File: src/rtl/tse_pkg.sv
// Shared types and constants for the Taylor-series exp/sin/cos/ln(1+x) evaluator.
// Holds the command codes, sequencer states, micro-operations and shift selects.
// No dependencies.
`default_nettype none

package tse_pkg;

  // Field widths of the stream payloads.
  localparam int CMD_W = 2;
  localparam int X_W = 32;
  localparam int RES_W = 64;

  // Term limit register.
  localparam int TERM_LIMIT_W = 5;
  localparam logic [TERM_LIMIT_W-1:0] TERM_LIMIT_RST = 5'd14;
  // Number of indexes that the term limit register can address.
  localparam int TERM_IDX_SPAN = 32;

  // Default bound on the ln(1+x) series index (exclusive).
  localparam int LN_TERM_BOUND_DEF = 30;

  // Function select carried on the input tuser.
  typedef enum logic [CMD_W-1:0] {
    CMD_EXP  = 2'd0,
    CMD_SIN  = 2'd1,
    CMD_COS  = 2'd2,
    CMD_LN1P = 2'd3
  } cmd_t;

  // Sequencer states.
  typedef enum logic [2:0] {
    ST_IDLE,
    ST_CHECK,
    ST_OP_SEL,
    ST_MUL_LO,
    ST_MUL_HI,
    ST_FIN,
    ST_DONE
  } state_t;

  // Micro-operations applied to the running term.
  typedef enum logic [2:0] {
    OP_TX,       // times x, result shifted by 24
    OP_DV_PREV,  // divide by i-1 through the reciprocal table
    OP_DV,       // divide by i through the reciprocal table
    OP_MK,       // exact multiply by i-1
    OP_ACC       // add the term into the sum
  } op_t;

  // Right shift applied after the scale multiply.
  typedef enum logic [1:0] {
    SH_0,
    SH_24,
    SH_32
  } shift_t;

endpackage

`default_nettype wire

File: src/rtl/taylor_series_exp_sin_cos_ln.sv
// Taylor-series evaluator on one shared 32x32 multiplier, one item at a time. A scale step
// runs operand select, two partial products and round/saturate in turn; adding a term and
// the loop test are separate steps. A new input is taken only once the last result has been
// handed to the output register; a saturation ends an item early, a stalled out holds it back.
// Reset (rst_n low, synchronous) sets the term limit to 14, idles the sequencer, drops out_tvalid.
`default_nettype none

module taylor_series_exp_sin_cos_ln #(
  parameter int LN_TERM_BOUND = tse_pkg::LN_TERM_BOUND_DEF
) (
  input  wire logic                            clk,
  input  wire logic                            rst_n,
  // Configuration: term_limit
  input  wire logic                            cfg_wr_en,
  input  wire logic [tse_pkg::TERM_LIMIT_W-1:0] cfg_wr_data,
  // Input stream
  input  wire logic                            in_tvalid,
  output logic                                 in_tready,
  input  wire logic [tse_pkg::X_W-1:0]         in_tdata,   // [31:0] x_value (Q8.24)
  input  wire logic [tse_pkg::CMD_W-1:0]       in_tuser,   // [1:0] cmd
  // Result stream
  output logic                                 out_tvalid,
  input  wire logic                            out_tready,
  output logic [tse_pkg::RES_W-1:0]            out_tdata,  // [63:0] result_value (Q31.32)
  output logic [0:0]                           out_tuser   // [0] overflow
);
  import tse_pkg::*;

  // Number of series indexes that the reciprocal table covers.
  localparam int NMAX = (LN_TERM_BOUND > TERM_IDX_SPAN) ? LN_TERM_BOUND : TERM_IDX_SPAN;
  localparam int NW = $clog2(NMAX);
  localparam int CW = $clog2(NMAX + 1);

  localparam logic [63:0] ONE_Q32 = 64'h0000_0001_0000_0000;
  localparam logic [63:0] SUM_MAX = 64'h7FFF_FFFF_FFFF_FFFF;
  localparam logic [63:0] SUM_MIN = 64'h8000_0000_0000_0000;

  // Reciprocal table: R(n) = floor((2^32 + floor(n/2)) / n), built at elaboration.
  logic [31:0] recip_tab [NMAX];
  for (genvar g = 0; g < NMAX; g++) begin : g_recip
    localparam logic [63:0] RV = ((64'd1 << 32) + 64'(g / 2)) / 64'((g < 2) ? 2 : g);
    assign recip_tab[g] = (g < 2) ? 32'd0 : RV[31:0];
  end

  // Registers
  state_t              state_r, state_nxt;
  logic [TERM_LIMIT_W-1:0] term_limit_r;
  cmd_t                cmd_r, cmd_nxt;
  logic                xneg_r, xneg_nxt;
  logic [31:0]         xm_r, xm_nxt;
  logic [63:0]         sum_r, sum_nxt;
  logic                ovf_r, ovf_nxt;
  logic [63:0]         t_r, t_nxt;
  logic [CW-1:0]       i_r, i_nxt;
  logic [2:0]          step_r, step_nxt;
  logic [63:0]         mag_r, mag_nxt;
  logic [31:0]         m_r, m_nxt;
  logic                rneg_r, rneg_nxt;
  shift_t              sh_r, sh_nxt;
  logic [63:0]         plo_r, plo_nxt;
  logic [63:0]         phi_r, phi_nxt;
  logic                out_valid_r, out_valid_nxt;
  logic [63:0]         out_data_r, out_data_nxt;
  logic                out_ovf_r, out_ovf_nxt;

  // Shared multiplier: low half of the magnitude first, then the high half.
  logic [31:0] mul_a;
  logic [63:0] mul_p;
  assign mul_a = (state_r == ST_MUL_HI) ? mag_r[63:32] : mag_r[31:0];
  assign mul_p = mul_a * m_r;

  // Round, shift and saturate the 96-bit product.
  logic [95:0] prod;
  logic [96:0] half, rnd, rsh, lim;
  logic        sc_ovf;
  logic [63:0] sc_mag, sc_val;
  always_comb begin
    prod = {phi_r, 32'd0} + {32'd0, plo_r};
    case (sh_r)
      SH_24:   half = 97'd1 << 23;
      SH_32:   half = 97'd1 << 31;
      default: half = 97'd0;
    endcase
    rnd = {1'b0, prod} + half;
    case (sh_r)
      SH_24:   rsh = rnd >> 24;
      SH_32:   rsh = rnd >> 32;
      default: rsh = rnd;
    endcase
    lim = rneg_r ? {33'd0, 1'b1, 63'd0} : {34'd0, {63{1'b1}}};
    sc_ovf = rsh > lim;
    sc_mag = rsh[63:0];
    sc_val = rneg_r ? (64'd0 - sc_mag) : sc_mag;
  end

  // Sign of the current term in the sum: sin and cos alternate, ln subtracts even terms.
  logic term_sub;
  always_comb begin
    case (cmd_r)
      CMD_SIN, CMD_COS: term_sub = i_r[1];
      CMD_LN1P:         term_sub = ~i_r[0];
      default:          term_sub = 1'b0;
    endcase
  end

  // Micro-operation for the current index and step.
  op_t op;
  always_comb begin
    op = OP_ACC;
    case (cmd_r)
      CMD_EXP: begin
        case (step_r)
          3'd0:    op = OP_TX;
          3'd1:    op = OP_DV;
          default: op = OP_ACC;
        endcase
      end
      CMD_SIN, CMD_COS: begin
        if (i_r == CW'(1)) begin
          op = OP_ACC;
        end else if (i_r == CW'(2)) begin
          case (step_r)
            3'd0:    op = OP_TX;
            3'd1:    op = OP_DV;
            default: op = OP_ACC;
          endcase
        end else begin
          case (step_r)
            3'd0:    op = OP_DV_PREV;
            3'd1:    op = OP_DV;
            3'd2:    op = OP_TX;
            3'd3:    op = OP_TX;
            default: op = OP_ACC;
          endcase
        end
      end
      default: begin
        if (i_r == CW'(2)) begin
          case (step_r)
            3'd0:    op = OP_TX;
            3'd1:    op = OP_DV;
            default: op = OP_ACC;
          endcase
        end else begin
          case (step_r)
            3'd0:    op = OP_MK;
            3'd1:    op = OP_TX;
            3'd2:    op = OP_DV;
            default: op = OP_ACC;
          endcase
        end
      end
    endcase
  end

  // Index arithmetic and loop test.
  logic [CW-1:0] i_prev, lim_ext;
  logic          cont;
  always_comb begin
    i_prev = i_r - CW'(1);
    lim_ext = CW'(term_limit_r);
    case (cmd_r)
      CMD_SIN:  cont = (i_r + CW'(1)) <= lim_ext;
      CMD_LN1P: cont = i_r < CW'(LN_TERM_BOUND);
      default:  cont = i_r <= lim_ext;
    endcase
  end

  // Saturating accumulate.
  logic [64:0] acc65;
  logic        acc_ovf;
  always_comb begin
    if (term_sub) begin
      acc65 = {sum_r[63], sum_r} - {t_r[63], t_r};
    end else begin
      acc65 = {sum_r[63], sum_r} + {t_r[63], t_r};
    end
    acc_ovf = acc65[64] ^ acc65[63];
  end

  // Input decode.
  logic        in_neg;
  logic [31:0] in_mag;
  logic [63:0] in_x32;
  always_comb begin
    in_neg = in_tdata[31];
    in_mag = in_neg ? (32'd0 - in_tdata) : in_tdata;
    in_x32 = in_neg ? (64'd0 - {24'd0, in_mag, 8'd0}) : {24'd0, in_mag, 8'd0};
  end

  assign in_tready = (state_r == ST_IDLE);
  assign out_tvalid = out_valid_r;
  assign out_tdata = out_data_r;
  assign out_tuser = out_ovf_r;

  // Sequencer next state and datapath updates.
  always_comb begin
    state_nxt = state_r;
    cmd_nxt = cmd_r;
    xneg_nxt = xneg_r;
    xm_nxt = xm_r;
    sum_nxt = sum_r;
    ovf_nxt = ovf_r;
    t_nxt = t_r;
    i_nxt = i_r;
    step_nxt = step_r;
    mag_nxt = mag_r;
    m_nxt = m_r;
    rneg_nxt = rneg_r;
    sh_nxt = sh_r;
    plo_nxt = plo_r;
    phi_nxt = phi_r;
    out_valid_nxt = out_valid_r && !out_tready;
    out_data_nxt = out_data_r;
    out_ovf_nxt = out_ovf_r;

    case (state_r)
      ST_IDLE: begin
        if (in_tvalid) begin
          cmd_nxt = cmd_t'(in_tuser);
          xneg_nxt = in_neg;
          xm_nxt = in_mag;
          t_nxt = in_x32;
          ovf_nxt = 1'b0;
          step_nxt = 3'd0;
          case (cmd_t'(in_tuser))
            CMD_EXP: begin
              sum_nxt = ONE_Q32 + in_x32;
              i_nxt = CW'(2);
            end
            CMD_SIN: begin
              sum_nxt = 64'd0;
              i_nxt = CW'(1);
            end
            CMD_COS: begin
              sum_nxt = ONE_Q32;
              i_nxt = CW'(2);
            end
            default: begin
              sum_nxt = in_x32;
              i_nxt = CW'(2);
            end
          endcase
          state_nxt = ST_CHECK;
        end
      end

      ST_CHECK: begin
        step_nxt = 3'd0;
        state_nxt = cont ? ST_OP_SEL : ST_DONE;
      end

      // Load the scale unit operands, or add the finished term.
      ST_OP_SEL: begin
        mag_nxt = t_r[63] ? (64'd0 - t_r) : t_r;
        case (op)
          OP_TX: begin
            m_nxt = xm_r;
            rneg_nxt = t_r[63] ^ xneg_r;
            sh_nxt = SH_24;
            state_nxt = ST_MUL_LO;
          end
          OP_DV_PREV: begin
            m_nxt = recip_tab[i_prev[NW-1:0]];
            rneg_nxt = t_r[63];
            sh_nxt = SH_32;
            state_nxt = ST_MUL_LO;
          end
          OP_DV: begin
            m_nxt = recip_tab[i_r[NW-1:0]];
            rneg_nxt = t_r[63];
            sh_nxt = SH_32;
            state_nxt = ST_MUL_LO;
          end
          OP_MK: begin
            m_nxt = 32'(i_prev);
            rneg_nxt = t_r[63];
            sh_nxt = SH_0;
            state_nxt = ST_MUL_LO;
          end
          default: begin
            if (acc_ovf) begin
              sum_nxt = acc65[64] ? SUM_MIN : SUM_MAX;
              ovf_nxt = 1'b1;
              state_nxt = ST_DONE;
            end else begin
              sum_nxt = acc65[63:0];
              if (cmd_r == CMD_SIN || cmd_r == CMD_COS) begin
                i_nxt = i_r + CW'(2);
              end else begin
                i_nxt = i_r + CW'(1);
              end
              state_nxt = ST_CHECK;
            end
          end
        endcase
      end

      ST_MUL_LO: begin
        plo_nxt = mul_p;
        state_nxt = ST_MUL_HI;
      end

      ST_MUL_HI: begin
        phi_nxt = mul_p;
        state_nxt = ST_FIN;
      end

      // A saturated term ends the series with the sum pinned at a bound.
      ST_FIN: begin
        if (sc_ovf) begin
          sum_nxt = (rneg_r != term_sub) ? SUM_MIN : SUM_MAX;
          ovf_nxt = 1'b1;
          state_nxt = ST_DONE;
        end else begin
          t_nxt = sc_val;
          step_nxt = step_r + 3'd1;
          state_nxt = ST_OP_SEL;
        end
      end

      // Hand the result to the output register once it is free.
      ST_DONE: begin
        if (!out_valid_r || out_tready) begin
          out_valid_nxt = 1'b1;
          out_data_nxt = sum_r;
          out_ovf_nxt = ovf_r;
          state_nxt = ST_IDLE;
        end
      end

      default: begin
        state_nxt = ST_IDLE;
      end
    endcase
  end

  // Control registers.
  always_ff @(posedge clk) begin
    if (!rst_n) begin
      state_r <= ST_IDLE;
      out_valid_r <= 1'b0;
      term_limit_r <= TERM_LIMIT_RST;
    end else begin
      state_r <= state_nxt;
      out_valid_r <= out_valid_nxt;
      if (cfg_wr_en) begin
        term_limit_r <= cfg_wr_data;
      end
    end
  end

  // Datapath registers.
  always_ff @(posedge clk) begin
    cmd_r <= cmd_nxt;
    xneg_r <= xneg_nxt;
    xm_r <= xm_nxt;
    sum_r <= sum_nxt;
    ovf_r <= ovf_nxt;
    t_r <= t_nxt;
    i_r <= i_nxt;
    step_r <= step_nxt;
    mag_r <= mag_nxt;
    m_r <= m_nxt;
    rneg_r <= rneg_nxt;
    sh_r <= sh_nxt;
    plo_r <= plo_nxt;
    phi_r <= phi_nxt;
    out_data_r <= out_data_nxt;
    out_ovf_r <= out_ovf_nxt;
  end

endmodule

`default_nettype wire
File: config.mk
export PLATFORM = sky130hd
export DESIGN_NAME = taylor_series_exp_sin_cos_ln
export DESIGN_NICKNAME = d
export VERILOG_FILES = /design/src/rtl/tse_pkg.sv /design/src/rtl/taylor_series_exp_sin_cos_ln.sv
export SDC_FILE = /design/constraint.sdc
export NUM_CORES = 2
export LEC_CHECK = 0
export ABC_AREA = 1
export ABC_CLOCK_PERIOD_IN_PS = 9400
export BUFFER_PORTS_ARGS = -buffer_cell sky130_fd_sc_hd__buf_4
export CAP_MARGIN = 20
export CORE_MARGIN = 5
export CORE_UTILIZATION = 60
export DETAILED_ROUTE_END_ITERATION = 8
export PLACE_DENSITY = 0.89
export SLEW_MARGIN = 20
export SYNTH_ARGS = -nofsm -noshare
export SYNTH_HDL_FRONTEND = slang
export SYNTH_SLANG_ARGS = --single-unit
File: constraint.sdc
create_clock -name clk -period 9.4 [get_ports clk]
set_clock_uncertainty 0.15 [all_clocks]
set_input_delay 0.94 -clock clk [delete_from_list [all_inputs] [get_ports clk]]
set_output_delay 0.94 -clock clk [all_outputs]
set_load 0.02 [all_outputs]
### Word level (Yosys, flattened, before mapping)

Memories as Yosys holds them, arrays and structs flattened.
Index checks and enable logic that the tools add are counted.

| word-level totals | value |
|---|---|
| bits in registers | 474 |
| memory bits (read-only) | 2048 |
| input port bits | 44 |
| word-level logic and storage cells | 168 |
| memories | 2 |

Memory list:

| memory | words | bits a word | rd ports | clocked after memory_dff | wr ports | RTL line | RTL |
|---|---|---|---|---|---|---|---|
| (name not given) | 32 | 32 | 1 | 0 | 0 | taylor_series_exp_sin_cos_ln.sv:270 | `m_nxt = recip_tab[i_r[NW-1:0]];` |
| (name not given) | 32 | 32 | 1 | 0 | 0 | taylor_series_exp_sin_cos_ln.sv:264 | `m_nxt = recip_tab[i_prev[NW-1:0]];` |

| cells by class | value |
|---|---|
| add/subtract/negate cells | 13 |
| multipliers | 1 |
| $lt $le $gt $ge | 6 |
| eq/ne operators | 29 |
| mux-type cells | 59 |
| bitwise logic cells | 5 |
| reductions and logical operators | 33 |

Operators with widths:

| cell | count |
|---|---|
| 64-bit 2-to-1 mux | 11 |
| 64-bit case mux with 3 select lines | 2 |
| 97-bit case mux with 2 select lines | 1 |
| 32-bit 2-to-1 mux | 6 |
| 32-bit case mux with 4 select lines | 1 |
| 64-bit case mux with 2 select lines | 1 |
| 1-bit by 64-bit subtractor with 64-bit output, first input constant | 2 |
| 96-bit by 97-bit adder with 97-bit output | 1 |
| 97-bit by 64-bit > comparator with 1-bit output | 1 |
| 96-bit by 64-bit adder with 96-bit output | 1 |
| 64-bit by 64-bit adder with 65-bit output | 1 |
| 65-bit 2-to-1 mux | 1 |
| 64-bit by 64-bit subtractor with 65-bit output | 1 |
| 33-bit by 64-bit adder with 64-bit output, first input constant | 1 |
| 32-bit by 32-bit multiplier with 64-bit output | 1 |
| 32-bit case mux with 2 select lines | 1 |
| 63-bit 2-to-1 mux | 1 |
| 1-bit by 40-bit subtractor with 41-bit output, first input constant | 1 |
| 3-bit 2-to-1 mux | 11 |
| 1-bit by 32-bit subtractor with 32-bit output, first input constant | 1 |
| 3-bit case mux with 3 select lines | 3 |
| 6-bit 2-to-1 mux | 4 |
| 3-bit case mux with 7 select lines | 1 |
| 3-bit by 2-bit == test with 1-bit output, second input constant | 6 |
| 40 further kinds | 85 |

### Logic depth before layout (Yosys ltp)

| logic depth | value |
|---|---|
| depth in word-level cells | 10 |
| gate-level depth with buffers | 49 |
| gate-level depth less buffers | 49 |

### Worst setup path after synthesis

No wires, ideal clock.

| timing path | value |
|---|---|
| path kind | register to register |
| start point | register state_r[0] |
| end point | register phi_r[53], data pin |
| library setup time | 0.265 ns |
| arrival time | 9.898 ns |
| setup slack | -0.913 ns |
| cell stages (with the launch flop) | 36 |
| path buffers | 2 |
| period minus slack after synthesis | 10.313 ns |
| cell sequence | dfxtp_1 -> nor2_1 -> inv_1 -> nor2_1 -> clkbuf_1 -> or2_2 -> o21ai_1 -> inv_1 -> clkbuf_1 -> nand2_1 -> fa_1 -> inv_1 -> fa_1 -> inv_1 -> fa_1 -> inv_1 -> fa_1 -> ha_1 -> ha_1 -> inv_1 -> fa_1 -> inv_1 -> fa_1 -> ha_1 -> a21oi_1 -> a21boi_0 -> o21ai_1 -> a21oi_1 -> o21ai_1 -> a21boi_0 -> o21ai_1 -> a21oi_1 -> o21ai_1 -> a21oi_1 -> o21ai_1 -> xor2_1 |

| on the way | value |
|---|---|
| longest elaborated chain between the ends | 3 |

RTL lines:

| what | RTL line | RTL |
|---|---|---|
| start, declared | taylor_series_exp_sin_cos_ln.sv:46 | `state_t state_r, state_nxt;` |
| start signal, assigned | taylor_series_exp_sin_cos_ln.sv:345 | `state_r <= state_nxt;` |
| 3-bit == test | taylor_series_exp_sin_cos_ln.sv:69 | `assign mul_a = (state_r == ST_MUL_HI) ? mag_r[63:32] : mag_r[31:0];` |
| 32-bit 2-to-1 mux | taylor_series_exp_sin_cos_ln.sv:69 |  |
| 32-bit by 32-bit multiplier with 64-bit output | taylor_series_exp_sin_cos_ln.sv:70 | `assign mul_p = mul_a * m_r;` |
| named net mul_p[53] | taylor_series_exp_sin_cos_ln.sv:68 | `logic [63:0] mul_p;` |
| end signal, assigned | taylor_series_exp_sin_cos_ln.sv:368 | `phi_r <= phi_nxt;` |
| end, declared | taylor_series_exp_sin_cos_ln.sv:61 | `logic [63:0] phi_r, phi_nxt;` |

The timed path passes the listed nets, and every way through them passes these cells.
A chain may end at the register's enable or synchronous reset.

### Worst setup path in the final report

| timing path | value |
|---|---|
| start point | register state_r[0] |
| end point | register phi_r[57], data pin |

Same word-level chain as after synthesis.

==> results.toml <==
[outcome]
run_status = "finished, violations left"
violations = "design-rule violations"

[drt]
remaining_antenna_violation_count = 0
drc = 5
via_per_inst = 6.05
drt_iter0_markers = 9942
route.vias.total = 70200
routedWlPerCell_um = 24.4
finalWirelength_um = 283000
drt-pass1-iter-count = 9

[sta]
worst_tran_pin_value_ps = 1100
final_hold_vios = 0
timing.fmax_ghz = 0.109
period_needed_ps = 9200
timing.final.crit_share_pct = 97.9
worst_hold_slack_ps = 310
drv_slew = 0
slew_headroom_pct = 26.9
finalSetupViolations = 0

[clocking]
htreeDepth = 2
post_cts_hold_buffer_count = 0
clk_pin_slew_ps = 70
root_buffer_master = "sky130_fd_sc_hd__clkbuf_16"
clock-sinks = 474
tritoncts = "yes"
worst_skew_pair.late_latency_ps = 630
clk_path_buf_depth = 3
cts-buffers-inserted = 49

[synth]
number_of_enable_type_register_cells_in_the_synthesized_netlist = 465
synth-seq-area-share_pct = 19.2
netlist_top_cells_area = "sky130_fd_sc_hd__fa_1, sky130_fd_sc_hd__edfxtp_1, sky130_fd_sc_hd__nand2_1, sky130_fd_sc_hd__inv_1, sky130_fd_sc_hd__ha_1"
synthDistinctLibCells = 75
synth_cells = 9864
cell_with_the_most_instances_after_synthesis = "sky130_fd_sc_hd__nand2_1"
ys_warn_count = 0
synth_ff_type = "sky130_fd_sc_hd__edfxtp_1"
synthArstFlopShare_pct = 0
synth_commonest_cells = "sky130_fd_sc_hd__nand2_1, sky130_fd_sc_hd__inv_1, sky130_fd_sc_hd__fa_1, sky130_fd_sc_hd__nor2_1, sky130_fd_sc_hd__ha_1"
syn_area_per_cell_um2 = 7.45
syn-num-nets = 11300
synth_top_cell_by_area = "sky130_fd_sc_hd__fa_1"
yosys_reg_bits = 474
yosysTopAreaCellShare_pct = 24.5
syn-cell-area_um2 = 73500

[min_path]
min_path_cells = 0
min-delay-path-class = "register to register"
worst_hold_endpoint = "out_tdata[57]"
hp-start = "sum_r[57]"

[placed_design]
post-dp-hpwl_um = 230000
place.gp.congestion = 1.08
place.port_buffers = 110
dpl-instance-area_um2 = 76900

[floorplan]
die_width_um = 360
design.core.area_um2 = 122000
floorplan.initialDensity_pct = 60.4
floorplan.rows = 128
boundaryPins = 111
dieArea_um2 = 130000
die_h_um = 360

[critical_path]
crit_buf_inv = 10
cp_common_cell = "sky130_fd_sc_hd__fa_1"
timing.critical_path.fanout_max = 23
setup.worst_path.start_class = "register"
timing_worst_setup_path_type = "register to register"
cp.required_ps = 9640
crit_path_end_kind = "register"
arrival_ps = 9440
timing.critical_path.slowest_cell_delay_ps = 840
critical-path-slowest-cell = "sky130_fd_sc_hd__fa_1"
timing.reg2reg.setup_slack_ps = 200
worst_r2r_startpoint = "state_r[0]"
critical_path.reg2reg.endpoint = "phi_r[57]"
r2r.worst_path.cells = 31
cpLargestDelayFamily = "adder cells"

[finish]
finalInstanceArea_um2 = 78900
fin_nets = 11400
areaGrowthSynthToFinish_pct = 7.38
share_of_layout_cells_above_drive_strength_1_pct = 7.74

[grt]
globalRouteOverflowTotal = 0
first_global_vias = 68900
pin_count_of_the_biggest_net_entering_global_routing = 97
grt_first_pass_wirelength_um = 419000
antenna_found_initial = 6
grt_use_total_pct = 42.7

[flow_run]
drv.max_cap_violation_count = 0
[layout make-up]
cell class                 instances  area, um^2
antenna                            4        10.0
clock buffer                      49        1230
clock inverter                    40         480
fill                           10500       42800
inverter                        1891        7120
multi-input combinational       7198       51200
sequential                       474       14100
tap                             1625        2030
timing repair buffer             329        2670
[kinds of logic (layout without fill, tap and decap cells)]
group	count (synthesis)	count (layout)	synth area share, %
AOI/OAI and AO/OA	1066	1066	8.08
adders and majority gates	1376	1376	32.6
and+or+nand+nor	4492	4492	25.6
buffers and inverters	2192	2309	11.3
DFF	474	474	19.2
other	0	4	0
xor gates and xnor gates	264	264	3.16
[worst max-delay path by stage]
stage	startpoint	depth (start not counted)	end
floorplan	state_r[0]	35	phi_r[53]
global placement	state_r[0]	34	phi_r[59]
detailed placement	state_r[0]	34	plo_r[59]
CTS	state_r[0]	34	plo_r[38]
global route	state_r[0]	31	phi_r[57]
finish	state_r[0]	31	phi_r[57]
[sequential cells by signal (all words and copies together) (netlist names), 32 cells and up]
name	count
xm_r	32
m_r	32
out_tdata	64
mag_r	64
t_r	64
plo_r	64
phi_r	64
sum_r	64
[metrics by stage]
stage | utilization (%) | setup TNS (ps) | setup slack [ps] | std cells
3_5_place_dp | 63.2 | -29.8 | -14.9 | 11500
3_3_place_gp | 63.2 | -141 | -70.7 | 11500
6_report | 64.8 | 0 | 199 | 11600
4_1_cts | 64.7 | 0 | 4.09 | 11600
5_1_grt | 64.8 | -107 | -23.9 | 11600
2_1_floorplan | - | 0 | 120 | 9864
[placed cells by master (no fill, tap or decap), types with 23 or more instances in the layout]
cell,n
sky130_fd_sc_hd__nand2_1,2681
sky130_fd_sc_hd__edfxtp_1,465
sky130_fd_sc_hd__ha_1,477
sky130_fd_sc_hd__buf_4,311
sky130_fd_sc_hd__nand4_1,94
sky130_fd_sc_hd__o21a_1,26
sky130_fd_sc_hd__nand3_1,421
sky130_fd_sc_hd__xor2_1,182
sky130_fd_sc_hd__inv_2,38
sky130_fd_sc_hd__nor2_4,24
sky130_fd_sc_hd__clkinv_1,29
sky130_fd_sc_hd__nor3_1,88
sky130_fd_sc_hd__o21ai_1,57
sky130_fd_sc_hd__o21ai_0,404
sky130_fd_sc_hd__nand3_2,23
sky130_fd_sc_hd__clkbuf_16,49
sky130_fd_sc_hd__nor4_1,23
sky130_fd_sc_hd__or2_2,65
sky130_fd_sc_hd__a21oi_1,361
sky130_fd_sc_hd__inv_1,1821
sky130_fd_sc_hd__xnor2_1,76
sky130_fd_sc_hd__nor2_2,61
sky130_fd_sc_hd__nor2_1,891
sky130_fd_sc_hd__fa_1,897
sky130_fd_sc_hd__a31oi_1,56
sky130_fd_sc_hd__nand2_2,70
[layer usage]
metal	vias up	routed length (um)	track usage, %
met5	-	23	0
met2	4963	121000	64.9
met1	33300	99800	54.0
li1	30800	-	-
met4	4	25900	29.6
met3	1152	36200	10.5
[repair_timing]
item / in CTS / in global routing
pin swaps: 0 / 1
gates resized for setup: 5 / 41
buffers inserted: 12 / 4
setup endpoints to repair: 18 / 54
Power is left out: the tool's default activity adds up to more than one toggle a clock period on the data nets, which glitch-free logic cannot reach.
